<file path="src/hdl/balu_pkg.sv">
// shared types and constants for the byte alu with bcd flags
`default_nettype none

package balu_pkg;

  localparam int unsigned DATA_W = 8;

  localparam logic [8:0] BCD_CARRY_LIMIT = 9'd99;
  localparam logic [8:0] BCD_SUB_BIAS = 9'd199;
  localparam logic [8:0] BCD_SUB_LIMIT = 9'd200;
  localparam logic [8:0] BCD_BASE_1 = 9'd100;
  localparam logic [8:0] BCD_BASE_2 = 9'd200;
  localparam logic [8:0] BCD_BASE_3 = 9'd300;
  localparam logic [7:0] TENS_RECIP = 8'd205;
  localparam int unsigned TENS_SHIFT = 11;

  localparam int unsigned STAT_N = 7;
  localparam int unsigned STAT_V = 6;
  localparam int unsigned STAT_Z = 1;
  localparam int unsigned STAT_C = 0;

  typedef enum logic [4:0] {
    OP_ADC        = 5'd0,
    OP_SBC        = 5'd1,
    OP_AND        = 5'd2,
    OP_ORA        = 5'd3,
    OP_EOR        = 5'd4,
    OP_BIT        = 5'd5,
    OP_CMP_ACC    = 5'd6,
    OP_CMP_OTHER  = 5'd7,
    OP_ASL        = 5'd8,
    OP_LSR        = 5'd9,
    OP_ROL        = 5'd10,
    OP_ROR        = 5'd11,
    OP_INC        = 5'd12,
    OP_DEC        = 5'd13,
    OP_LOAD_ACC   = 5'd14,
    OP_LOAD_OTHER = 5'd15,
    OP_FLAG_LOAD  = 5'd16
  } op_t;

  typedef struct packed {
    logic [DATA_W-1:0] acc;
    logic              c;
    logic              z;
    logic              n;
    logic              v;
  } state_t;

  typedef struct packed {
    op_t               op;
    logic [DATA_W-1:0] operand;
    logic [DATA_W-1:0] other_register;
    logic              to_accumulator;
    logic              decimal_mode;
  } item_t;

endpackage

`default_nettype wire

</file>
<file path="src/hdl/balu_bcd.sv">
// packed bcd add and subtract with carry
`default_nettype none

module balu_bcd
  import balu_pkg::*;
(
  input  wire logic [7:0] a,
  input  wire logic [7:0] b,
  input  wire logic       cin,
  input  wire logic       subtract,
  output logic      [7:0] res,
  output logic            cout
);

  logic [7:0]  a_val;
  logic [7:0]  b_val;
  logic [8:0]  total;
  logic [8:0]  reduced;
  logic [6:0]  rem;
  logic [14:0] prod;
  logic [3:0]  tens;
  logic [6:0]  tens_x10;
  logic [6:0]  ones;

  always_comb begin
    a_val = {1'b0, a[7:4], 3'b000} + {3'b000, a[7:4], 1'b0} + {4'b0000, a[3:0]};
    b_val = {1'b0, b[7:4], 3'b000} + {3'b000, b[7:4], 1'b0} + {4'b0000, b[3:0]};
    if (subtract) begin
      total = {1'b0, a_val} + BCD_SUB_BIAS + {8'd0, cin} - {1'b0, b_val};
      cout  = (total >= BCD_SUB_LIMIT);
    end else begin
      total = {1'b0, a_val} + {1'b0, b_val} + {8'd0, cin};
      cout  = (total > BCD_CARRY_LIMIT);
    end
    // modulo 100, value stays below 400
    if (total >= BCD_BASE_3) begin
      reduced = total - BCD_BASE_3;
    end else if (total >= BCD_BASE_2) begin
      reduced = total - BCD_BASE_2;
    end else if (total >= BCD_BASE_1) begin
      reduced = total - BCD_BASE_1;
    end else begin
      reduced = total;
    end
    rem      = reduced[6:0];
    // divide by ten through the reciprocal
    prod     = {8'd0, rem} * {7'd0, TENS_RECIP};
    tens     = prod[TENS_SHIFT+3:TENS_SHIFT];
    tens_x10 = {tens, 3'b000} + {2'b00, tens, 1'b0};
    ones     = rem - tens_x10;
    res      = {tens, ones[3:0]};
  end

endmodule

`default_nettype wire

</file>
<file path="src/hdl/balu_core.sv">
// operation decode, result byte and next accumulator and flags
`default_nettype none

module balu_core
  import balu_pkg::*;
(
  input  wire item_t        item,
  input  wire state_t       st,
  output state_t            st_next,
  output logic [DATA_W-1:0] result
);

  logic [DATA_W-1:0] target;
  logic [DATA_W-1:0] add_b;
  logic [DATA_W:0]   bin_sum;
  logic [DATA_W-1:0] cmp_reg;
  logic [DATA_W:0]   cmp_diff;
  logic [DATA_W-1:0] bcd_res;
  logic              bcd_c;
  logic              rmw;

  balu_bcd u_bcd (
    .a        (st.acc),
    .b        (item.operand),
    .cin      (st.c),
    .subtract (item.op == OP_SBC),
    .res      (bcd_res),
    .cout     (bcd_c)
  );

  always_comb begin
    target   = item.to_accumulator ? st.acc : item.operand;
    add_b    = (item.op == OP_SBC) ? ~item.operand : item.operand;
    bin_sum  = {1'b0, st.acc} + {1'b0, add_b} + {{DATA_W{1'b0}}, st.c};
    cmp_reg  = (item.op == OP_CMP_OTHER) ? item.other_register : st.acc;
    cmp_diff = {1'b0, cmp_reg} - {1'b0, item.operand};
    st_next  = st;
    result   = '0;
    rmw      = 1'b0;

    unique case (item.op) inside
      OP_ADC, OP_SBC: begin
        if (item.decimal_mode) begin
          st_next.acc = bcd_res;
          st_next.c   = bcd_c;
        end else begin
          st_next.acc = bin_sum[DATA_W-1:0];
          st_next.c   = bin_sum[DATA_W];
          st_next.v   = (st.acc[DATA_W-1] ^ bin_sum[DATA_W-1])
                      & (add_b[DATA_W-1] ^ bin_sum[DATA_W-1]);
        end
        result    = st_next.acc;
        st_next.z = (st_next.acc == '0);
        st_next.n = st_next.acc[DATA_W-1];
      end
      OP_AND, OP_ORA, OP_EOR, OP_LOAD_ACC: begin
        case (item.op)
          OP_AND:  st_next.acc = st.acc & item.operand;
          OP_ORA:  st_next.acc = st.acc | item.operand;
          OP_EOR:  st_next.acc = st.acc ^ item.operand;
          default: st_next.acc = item.operand;
        endcase
        result    = st_next.acc;
        st_next.z = (st_next.acc == '0);
        st_next.n = st_next.acc[DATA_W-1];
      end
      OP_BIT: begin
        result    = st.acc & item.operand;
        st_next.n = item.operand[STAT_N];
        st_next.v = item.operand[STAT_V];
        st_next.z = (result == '0);
      end
      OP_CMP_ACC, OP_CMP_OTHER: begin
        result    = cmp_diff[DATA_W-1:0];
        st_next.c = ~cmp_diff[DATA_W];
        st_next.z = (cmp_reg == item.operand);
        st_next.n = cmp_diff[DATA_W-1];
      end
      OP_ASL: begin
        result    = {target[DATA_W-2:0], 1'b0};
        st_next.c = target[DATA_W-1];
        rmw       = 1'b1;
      end
      OP_LSR: begin
        result    = {1'b0, target[DATA_W-1:1]};
        st_next.c = target[0];
        rmw       = 1'b1;
      end
      OP_ROL: begin
        result    = {target[DATA_W-2:0], st.c};
        st_next.c = target[DATA_W-1];
        rmw       = 1'b1;
      end
      OP_ROR: begin
        result    = {st.c, target[DATA_W-1:1]};
        st_next.c = target[0];
        rmw       = 1'b1;
      end
      OP_INC: begin
        result = target + {{(DATA_W-1){1'b0}}, 1'b1};
        rmw    = 1'b1;
      end
      OP_DEC: begin
        result = target - {{(DATA_W-1){1'b0}}, 1'b1};
        rmw    = 1'b1;
      end
      OP_LOAD_OTHER: begin
        result    = item.operand;
        st_next.z = (item.operand == '0);
        st_next.n = item.operand[DATA_W-1];
      end
      OP_FLAG_LOAD: begin
        result    = item.operand;
        st_next.n = item.operand[STAT_N];
        st_next.v = item.operand[STAT_V];
        st_next.z = item.operand[STAT_Z];
        st_next.c = item.operand[STAT_C];
      end
      default: begin
        result = '0;
      end
    endcase

    if (rmw) begin
      st_next.z = (result == '0);
      st_next.n = result[DATA_W-1];
      if (item.to_accumulator) begin
        st_next.acc = result;
      end
    end
  end

endmodule

`default_nettype wire

</file>
<file path="src/hdl/byte_alu_with_bcd_flags_unit.sv">
// top level: input register, alu, accumulator and flag state, result register
// an accepted item waits in the input register, then moves to the result register m_tdata when it is free
// throughput: one item per cycle when m_tready allows, one alu pass between the registers
// the accumulator and flags update when an item moves into the result register
// reset clears the accumulator, the flags and both valid bits
`default_nettype none

module byte_alu_with_bcd_flags_unit
  import balu_pkg::*;
(
  input  wire logic        clk,
  input  wire logic        rst,
  input  wire logic        s_tvalid,
  output logic             s_tready,
  // operand [7:0], other_register [15:8], to_accumulator [16], decimal_mode [17], zero fill
  input  wire logic [23:0] s_tdata,
  // op [4:0]
  input  wire logic [4:0]  s_tuser,
  output logic             m_tvalid,
  input  wire logic        m_tready,
  // result [7:0], accumulator_out [15:8], carry_out [16], zero_out [17],
  // negative_out [18], overflow_out [19], zero fill
  output logic      [23:0] m_tdata
);

  item_t             in_item;
  logic              in_valid;
  state_t            st;
  state_t            st_next;
  logic [DATA_W-1:0] alu_result;
  logic              advance;

  assign advance  = in_valid && (!m_tvalid || m_tready);
  assign s_tready = !in_valid || advance;

  balu_core u_core (
    .item    (in_item),
    .st      (st),
    .st_next (st_next),
    .result  (alu_result)
  );

  always_ff @(posedge clk) begin
    if (rst) begin
      in_valid <= 1'b0;
    end else if (s_tready) begin
      in_valid <= s_tvalid;
    end
  end

  always_ff @(posedge clk) begin
    if (s_tvalid && s_tready) begin
      in_item.op             <= op_t'(s_tuser);
      in_item.operand        <= s_tdata[7:0];
      in_item.other_register <= s_tdata[15:8];
      in_item.to_accumulator <= s_tdata[16];
      in_item.decimal_mode   <= s_tdata[17];
    end
  end

  always_ff @(posedge clk) begin
    if (rst) begin
      st       <= '0;
      m_tvalid <= 1'b0;
    end else begin
      if (advance) begin
        st       <= st_next;
        m_tvalid <= 1'b1;
      end else if (m_tready) begin
        m_tvalid <= 1'b0;
      end
    end
  end

  always_ff @(posedge clk) begin
    if (advance) begin
      m_tdata <= {4'b0000, st_next.v, st_next.n, st_next.z, st_next.c,
                  st_next.acc, alu_result};
    end
  end

endmodule

`default_nettype wire

</file>
<file path="config.mk">
export PLATFORM = sky130hd
export DESIGN_NAME = byte_alu_with_bcd_flags_unit
export DESIGN_NICKNAME = d
export VERILOG_FILES = /design/src/hdl/balu_pkg.sv /design/src/hdl/balu_bcd.sv /design/src/hdl/balu_core.sv /design/src/hdl/byte_alu_with_bcd_flags_unit.sv
export SDC_FILE = /design/constraint.sdc
export NUM_CORES = 1
export LEC_CHECK = 0
export ABC_AREA = 1
export BUFFER_PORTS_ARGS = -buffer_cell sky130_fd_sc_hd__buf_2
export CAP_MARGIN = 20
export CORE_AREA = 2 2 121 123
export CTS_BUF_LIST = sky130_fd_sc_hd__clkbuf_16
export DETAILED_ROUTE_END_ITERATION = 8
export DIE_AREA = 0 0 123 125
export GPL_TIMING_DRIVEN = 0
export HOLD_SLACK_MARGIN = 0.05
export PLACE_DENSITY = 0.72
export SYNTH_ARGS = -nofsm -noshare
export SYNTH_HDL_FRONTEND = slang
export SYNTH_SLANG_ARGS = --single-unit
export TNS_END_PERCENT = 100
</file>
<file path="constraint.sdc">
create_clock -name clk -period 10.8 [get_ports clk]
set_input_delay 3.24 -clock clk [delete_from_list [all_inputs] [get_ports clk]]
set_output_delay 3.24 -clock clk [all_outputs]
set_load 0.005 [all_outputs]
</file>
Word-level counts from Yosys, hierarchy flattened
Cells that the tools add are included. W data, S select, Z words.

Register bits: 57. Latch bits: 0. RAM bits: 0. Memory bits (read-only): 0. Bits of input ports: 33. Word-level logic and storage cells: 108. Memories: 0.

Add/sub/neg operators: 19. Multiply operators: 1. Div/mod/pow operators: 0. $lt $le $gt $ge: 5. Equality and inequality tests: 17. Shift-type cells: 0. Mux-type cells: 24. Bitwise gates (word level): 8. Reductions and logical operators: 21.

Operator list (count): $pmux W8 S11 (1); $mux W8 (6); $eq A5 B4 Y1 const B (8); $logic_not A8 Y1 (5); $add A9 B1 Y9 (3); $mux W9 (3); $pmux W8 S3 (1); $mux W7 (3); $eq A5 B3 Y1 const B (4); $add A8 B8 Y9 (2); $ge A9 B8 Y1 const B (2); $add A7 B5 Y8 (2); $add A8 B4 Y8 (2); $pmux W8 S2 (1); $mul A7 B8 Y15 const B (1); $sub A7 B7 Y7 const B (2); $pmux W2 S6 (1); $reduce_or A2 Y1 (6); $eq A5 B2 Y1 const B (2); $add A8 B8 Y9 const B (1); $ge A9 B7 Y1 const B (1); $ge A9 B9 Y1 const B (1); $gt A9 B7 Y1 const B (1); $sub A8 B8 Y9 (1); other kinds (27) (35).

Logic depth before layout (Yosys ltp)
Gate-level depths: netlist of the first run.

Depth after elaboration: 18. Depth in mapped cells: 62. Gate-level depth less buffers: 62.

By module
Synthesis of the first run repeated with hierarchy kept, for this count alone.

Cells, all modules: 1196. Area total of the unflattened synthesis: 8378.0 um^2.

Modules (own cells, without submodules): balu_core (instances 1, cells an instance 592, area an instance 3229.3 um^2); balu_bcd (instances 1, cells an instance 465, area an instance 3138.0 um^2); byte_alu_with_bcd_flags_unit (instances 1, cells an instance 139, area an instance 2010.7 um^2).

Least setup slack after synthesis of the first run
No wires, ideal clock.

Path type: register to register. Start: register in_item[16] (netlist name). End: register st[2] (netlist name). Setup time: 0.056 ns. Arrival time: 8.582 ns. Data required time: 10.744 ns. Slack: 2.162 ns. Stages on the path, launching flop included: 56. Buffers on the path: 0. Period minus slack after synthesis: 8.638 ns. Cell sequence: edfxtp_1 -> inv_1 -> fa_1 -> fa_1 -> inv_1 -> ha_1 -> ha_1 -> xnor2_1 -> nand2_1 -> o21ai_0 -> inv_1 -> ha_1 -> nand2_1 -> nor2_1 -> a21oi_1 -> nand2_1 -> nand3_1 -> inv_1 -> (+20 left out) -> ha_1 -> nand2_1 -> inv_1 -> o21ai_0 -> nand2_1 -> inv_1 -> o22ai_1 -> inv_1 -> nand2_1 -> nor4_1 -> nand4_1 -> nor2_1 -> nand2_1 -> nor2_1 -> nand4_1 -> nand3_1 -> nand2_1 -> inv_1.

Longest elaborated chain between the ends: 17. Elaborated cells on any way between the ends: 42.

Ends and longest elaborated chain: start: declaration (line byte_alu_with_bcd_flags_unit.sv:26) `item_t in_item;`; $add A7 B5 Y8 * (line balu_bcd.sv:27) `b_val = {1'b0, b[7:4], 3'b000} + {3'b000, b[7:4], 1'b0} + {4'b0000, b[3:0]};`; $add A8 B4 Y8 * (line balu_bcd.sv:27); $add A8 B8 Y9 (line balu_bcd.sv:32) `total = {1'b0, a_val} + {1'b0, b_val} + {8'd0, cin};`; $add A9 B1 Y9 (line balu_bcd.sv:32); $mux W9 * (line balu_bcd.sv:28) `if (subtract) begin`; $ge A9 B7 Y1 / $sub A7 B7 Y7 (equally long branches) (line balu_bcd.sv:40, balu_bcd.sv:41); $mux W7 (line balu_bcd.sv:40) `end else if (total >= BCD_BASE_1) begin`; $mux W7 (line balu_bcd.sv:38) `end else if (total >= BCD_BASE_2) begin`; (+2 left out); $add A4 B4 Y4 (line balu_bcd.sv:49) `tens_x10 = {tens, 3'b000} + {2'b00, tens, 1'b0};`; $sub A4 B4 Y4 * (line balu_bcd.sv:50) `ones = rem - tens_x10;`; $mux W9 * (line balu_core.sv:43) `if (item.decimal_mode) begin`; $mux W9 * (line balu_core.sv:41) `unique case (item.op) inside`; $pmux W8 S11 * (line balu_core.sv:41); named net alu_result[2] (line byte_alu_with_bcd_flags_unit.sv:30) `logic [DATA_W-1:0] alu_result;`; $logic_not A8 Y1 * (line balu_core.sv:125) `st_next.z = (result == '0);`; $mux W2 * (line balu_core.sv:124) `if (rmw) begin`.

Mark *: on every way through the listed nets, which the timed path passes. The rest lies on a longest branch. The select of a mux whose other input is x is not followed. A chain may end at the register's enable or synchronous reset.

Final worst setup path of the first run
Start: register st[7] (netlist name). End: register st[2] (netlist name).

Longest elaborated chain between the ends: 17. Elaborated cells on any way between the ends: 41.

Ends and longest elaborated chain: $add A8 B4 Y8 (line balu_bcd.sv:26) `a_val = {1'b0, a[7:4], 3'b000} + {3'b000, a[7:4], 1'b0} + {4'b0000, a[3:0]};`; $add A8 B8 Y9 (line balu_bcd.sv:29) `total = {1'b0, a_val} + BCD_SUB_BIAS + {8'd0, cin} - {1'b0, b_val};`; $add A9 B1 Y9 (line balu_bcd.sv:29); $sub A9 B8 Y9 (line balu_bcd.sv:29); $mux W9 (line balu_bcd.sv:28); $ge A9 B7 Y1 / $sub A7 B7 Y7 (equally long branches) (line balu_bcd.sv:40, balu_bcd.sv:41); $mux W7 (line balu_bcd.sv:40); $mux W7 (line balu_bcd.sv:38); (+2 left out); $add A4 B4 Y4 (line balu_bcd.sv:49); $sub A4 B4 Y4 (line balu_bcd.sv:50); $mux W9 (line balu_core.sv:43); $mux W9 (line balu_core.sv:41); $pmux W8 S11 * (line balu_core.sv:41); named net alu_result[2] (line byte_alu_with_bcd_flags_unit.sv:30); $logic_not A8 Y1 * (line balu_core.sv:125); $mux W2 * (line balu_core.sv:124).

Marks and branches as above.

==> impl_metrics.tcl, run 1 <==
set metrics [dict create \
    outcome "completed" \
    slowest_stage "fa_1" \
    antenna_cells_inserted 0 \
    route.detailed.drc 0 \
    critPathLaunchType "register" \
    die_h_um 125 \
    max_freq_mhz 101 \
    postSynthRegisterBits 57 \
    final_layout_size_suffix_gt1_share_pct 11.2 \
    synth_largest_area_cell "ha_1" \
    area_growth_syn_to_layout_pct 11.1 \
    worst-r2r-cell-count 55 \
    share_of_the_synthesized_area_in_the_top_cell_type_pct 18.7 \
    worst_slew_margin_rel_pct 29.9 \
    totalWireLength_um 21000 \
    nets 1282 \
    i_o_pin_cnt 59 \
    post_synth_inst_count 1051 \
    clock-sinks 57 \
    grt_first_pass_wirelength_um 33700 \
    std_cell_rows 44 \
    worst_path_most_repeated_cell "nand2_1" \
    post_drt_via_cell_ratio 5.64 \
    tritoncts_clock_tree "built" \
    grt_pass1_vias 6604 \
    fin_crit_ps 9870 \
    coreArea_mm2 0.0142 \
    worst-slew-pin-transition_ps 1020 \
    clk_pin_slew_ps 50 \
    drt-wirelength-per-cell_um 16.1 \
    start_util_pct 52.9 \
    critPathRequiredTime_ps 11080 \
    synth_area_mm2 0.00751 \
    grt_util_all_layers_pct 27.9 \
    crit_path_end_kind "register" \
    dr.pass1.iters 5 \
    worst-endpoint-arrival_ps 10150 \
    maximum_cell_stage_delay_along_the_critical_path_ps 580 \
    synthArstFlopShare_pct 0 \
    final.period_utilization_pct 91.4 \
    commonest_cells_after_routing_fill_and_taps_aside "nand2_1, inv_1, ha_1" \
    htree_num_levels 3 \
    timing_hold_violations_final 0 \
    pin_count_of_the_biggest_net_entering_global_routing 27 \
    chipWidth_um 123 \
    yosysWarnings 0 \
    skew_ps 11.0 \
    placedCellCount 1286 \
    synth-edff-count 43 \
    max_cap_viol_count 0 \
    globalRouteOverflowTotal 0 \
    most_common_cell_after_layout_fill_and_taps_aside "nand2_1" \
    cts_buffers 9 \
    criticalPathCategory "reg -> reg" \
    dr_total_vias 7362 \
    finalWeightedCongestion 1.00 \
    maximum_count_of_clock_buffers_along_a_single_path 2 \
    grt_antenna_before_repair 0 \
    floorplan.die_area_mm2 0.0154 \
    crit_fanout 7 \
    yosysSeqAreaShare_pct 20.9 \
    synth.distinct_cells 54 \
    layout.core_utilization_pct 58.7 \
    hold_class "reg -> reg" \
    synth-main-ff-cell "edfxtp_1" \
    setup_slack_ps 931 \
    setup_violations 0 \
    clkLatencyLatePin_ps 340 \
    detailed_place_hpwl_um 16900 \
    fillerInstances 1392 \
    number_of_cells_traversed_by_the_worst_hold_path 2 \
    port-buffer-count 48 \
    detail-route-antenna-nets 0 \
    synthesis.area_per_instance_um2 7.15 \
    r2r_slack_ps 930 \
    clockRootBuffer "clkbuf_16" \
    pre_cts_slack_ps 584 \
    timing.final.max_slew_violations 0 \
    instances_no_fill 1306 \
    yosys-top-cells-area "ha_1, edfxtp_1, nand2_1" \
    drt_first_iter_violations 797 \
]
[worst paths after layout]
| check | endpoint | startpoint |
|---|---|---|
| hold reg to reg | m_tvalid | m_tvalid |
| setup reg to reg | st[2] | st[7] |
| setup / recovery | st[2] | st[7] |
| hold / removal | m_tvalid | m_tvalid |
[through the flow]
stage | hold WS [ps] | TNS [ps] | cell area, µm²
5_1_grt | 551 | -11.3 | 8340
3_5_place_dp | 499 | 0 | 7990
2_1_floorplan | 495 | 0 | 7520
6_report | 532 | 0 | 8340
3_3_place_gp | 490 | 0 | 7990
4_1_cts | 508 | 0 | 8260
[kinds of logic (layout without fill, tap and decap cells)]
kind of cell | after synthesis | count (layout) | share of synthesized area, %
buffers and inverters | 207 | 275 | 10.7
XOR/XNOR | 27 | 27 | 3.35
flip-flops | 57 | 57 | 20.9
AND/OR/NAND/NOR | 432 | 432 | 25.7
adder cells (fa/ha/maj) | 132 | 132 | 24.0
other | 1 | 4 | 0.0499
AO/OA/AOI/OAI | 195 | 195 | 15.3
[per-layer routing]
layer,GRT usage [%],vias up,part of all wire [%]
li1,-,3648,-
met1,41.0,3343,46
met2,41.4,331,43
met3,6.30,40,8.8
met4,7.02,0,2.2
met5,0,-,0
[final cells by class]
class	instances	area, µm²	area share (%)
multi-input combinational	790	5170	62.0
buffer	14	78.8	0.945
tap	184	230	2.76
sequential	57	1570	18.9
inverter	193	724	8.68
clock buffer	9	225	2.70
timing repair buffer	52	295	3.54
clock inverter	7	45.0	0.540
[worst max-delay path: cells and delay by family, from the launching register on]
kind            cells  cell delay (ps)
xor+xnor            1              290
fa+ha+maj          11             4260
buf+inv            12              900
flops               1              460
compound gates      7             1180
simple gates       24             2690
[synthesized netlist by cell type, types with 2 or more instances]
library cell and count:
dfxtp_1 14, buf_2 3, a21oi_1 69, fa_1 20, nor3_1 14, a2111oi_0 5, o21ai_0 63, nand3b_1 3
nor2_2 3, a221oi_1 5, a211oi_1 10, inv_2 6, o22ai_1 8, o21ai_2 2, inv_1 186, nand2_1 198
nand3_1 79, ha_1 112, nor2_1 85, xnor2_1 5, clkbuf_1 5, buf_4 4, o21bai_1 3, or2_2 8
o221ai_1 3, nand2_2 12, nor4_1 10, o211ai_1 6, xor2_1 20, nand3_2 8, nand4_1 9, o2111ai_1 3
edfxtp_1 43, o21ai_1 4, a22oi_1 2, a21o_1 2, o21a_1 2
[flip-flops by register name, summed over array words and instances, names as in the netlist]
| name | flops |
|---|---|
| in_item | 23 |
| m_tvalid | 1 |
| st | 12 |
| in_valid | 1 |
| m_tdata | 20 |
[repair_timing]
item                       CTS  global route
hold buffers                 0             0
setup buffers                0             2
resized for setup            0            10
setup endpoints to repair    0             2
Power of run 1 is not shown: default switching activity piles up to over one toggle a cycle in this logic, so the estimate is an artifact.
==> run 2, diff against run 1 <==
--- a/config.mk
+++ b/config.mk
@@ -14,7 +14,7 @@
 export DIE_AREA = 0 0 123 125
 export GPL_TIMING_DRIVEN = 0
 export HOLD_SLACK_MARGIN = 0.05
-export PLACE_DENSITY = 0.72
+export PLACE_DENSITY_LB_ADDON = 0.05
 export SYNTH_ARGS = -nofsm -noshare
 export SYNTH_HDL_FRONTEND = slang
 export SYNTH_SLANG_ARGS = --single-unit
==> run 2 against run 1 <==
Count of clock-buffer cells in the layout unchanged. Routed wire length down 0.92%. Cell count down 0.23%. Flip-flop and latch count unchanged. Core utilization down 0.16 points. Die area unchanged. Fmax down 1.0%. Via count down 2.1%. Clock skew down 5.9 ps.
==> impl_metrics.tcl, run 2 (synthesis gave the netlist of run 1 again) <==
set metrics [dict create \
    totalNegativeSetupSlack_ps 0 \
    worst_path_most_repeated_cell "inv_1" \
    hold_class "reg -> reg" \
    clockRootBuffer "clkbuf_16" \
    maximum_count_of_clock_buffers_along_a_single_path 2 \
    max_cap_viol_count 0 \
    dr_total_vias 7209 \
    nets 1280 \
    slowest_stage "fa_1" \
    worst-r2r-cell-count 55 \
    area_growth_syn_to_layout_pct 10.8 \
    hold_path_sink "m_tvalid" \
    max_freq_mhz 100 \
    layout.core_utilization_pct 58.6 \
    floorplan.die_area_mm2 0.0154 \
    setup_repair_after_global_routing_missed_its_margin "no" \
    dr.pass1.iters 6 \
    most_common_cell_after_layout_fill_and_taps_aside "nand2_1" \
    clk_pin_slew_ps 50 \
    globalRouteOverflowTotal 0 \
    crit_fanout 6 \
    port-buffer-count 48 \
    std_cell_rows 44 \
    crit-reg2reg-capture "st[2]" \
    i_o_pin_cnt 59 \
    grt_antenna_before_repair 0 \
    chipWidth_um 123 \
    detailed_place_hpwl_um 17100 \
    post_drt_via_cell_ratio 5.53 \
    totalWireLength_um 20800 \
    die_h_um 125 \
    route.detailed.drc 0 \
    r2r_slack_ps 830 \
    maximum_cell_stage_delay_along_the_critical_path_ps 560 \
    clkLatencyLatePin_ps 330 \
    final.period_utilization_pct 92.3 \
    min_from "m_tvalid" \
    grt_first_pass_wirelength_um 33800 \
    start_util_pct 52.9 \
    crit_path_end_kind "register" \
    drt_first_iter_violations 633 \
    finalWeightedCongestion 1.04 \
    worst_slew_margin_rel_pct 27.5 \
    cts_buffers 9 \
    detail-route-antenna-nets 0 \
    largest_register_ff_count 23 \
    timing_hold_violations_final 0 \
    final_layout_size_suffix_gt1_share_pct 10.8 \
    grt_pass1_vias 6965 \
    tritoncts_clock_tree "built" \
    critPathRequiredTime_ps 11080 \
    largest_registers "in_item x23, m_tdata x20, st x12" \
    register_with_the_highest_flop_count "in_item" \
    clock-sinks 57 \
    worst-endpoint-arrival_ps 10250 \
    timing.final.max_slew_violations 0 \
    drt-wirelength-per-cell_um 16.0 \
    antenna_cells_inserted 0 \
    outcome "completed" \
    pin_count_of_the_biggest_net_entering_global_routing 27 \
    grt_util_all_layers_pct 28.1 \
    htree_num_levels 3 \
    worstReg2RegStart "st[8]" \
    critPathLaunchType "register" \
    fin_crit_ps 9970 \
    worst-slew-pin-transition_ps 1060 \
    skew_ps 5.12 \
    commonest_cells_after_routing_fill_and_taps_aside "nand2_1, inv_1, ha_1" \
    timing.hold.ws_ps 512 \
    coreArea_mm2 0.0142 \
    number_of_cells_traversed_by_the_worst_hold_path 2 \
    setup_violations 0 \
    criticalPathCategory "reg -> reg" \
]
[run 2: final cells by class]
class,instances,area [µm²]
Buffer,14,78.8
Clock buffer,9,225
Clock inverter,6,83.8
Fill cell,1403,5880
Inverter,193,724
Multi-Input combinational cell,790,5150
Sequential cell,57,1570
Tap cell,184,230
Timing Repair Buffer,50,255
[run 2: repair_timing]
| item | 4_1_cts | 5_1_grt |
|---|---|---|
| setup endpoints to repair | 0 | 2 |
| resized for setup | 0 | 5 |
| hold buffers | 0 | 0 |
| setup buffers | 0 | 2 |
[run 2: routing by layer]
layer,track usage (%),up-vias,routed length (µm)
met4,13.1,0,950
met2,48.0,214,10100
li1,-,3643,-
met1,34.4,3289,8740
met3,4.15,63,1010
met5,0,-,0
[run 2: how the worst max path moves through the flow]
stage	from	to	slack [ps]	cells past startpoint
detailed placement	in_item[16]	st[2]	640	55
CTS	in_item[16]	st[2]	580	55
global placement	in_item[16]	st[2]	650	55
floorplan	in_item[16]	st[2]	2160	55
finish	st[8]	st[2]	830	55
global route	st[7]	st[2]	30	58
[run 2: critical path, delay by kind of cell (launching register included)]
family	cells	cell delay, ps
compound gates	5	860
xor+xnor	3	540
fa+ha+maj	10	4010
buf+inv	13	970
flops	1	510
simple gates	24	3000
[run 2: per-stage QoR]
step	instances	cell area [µm²]	setup WS, ps
final	1303	8320	830
after global routing	1303	8320	25.4
after CTS	1301	8300	580
after detailed placement	1286	7990	636
after global placement	1286	7990	653
after floorplan	1054	7520	2160
Power of run 2 is left out for the same reason.
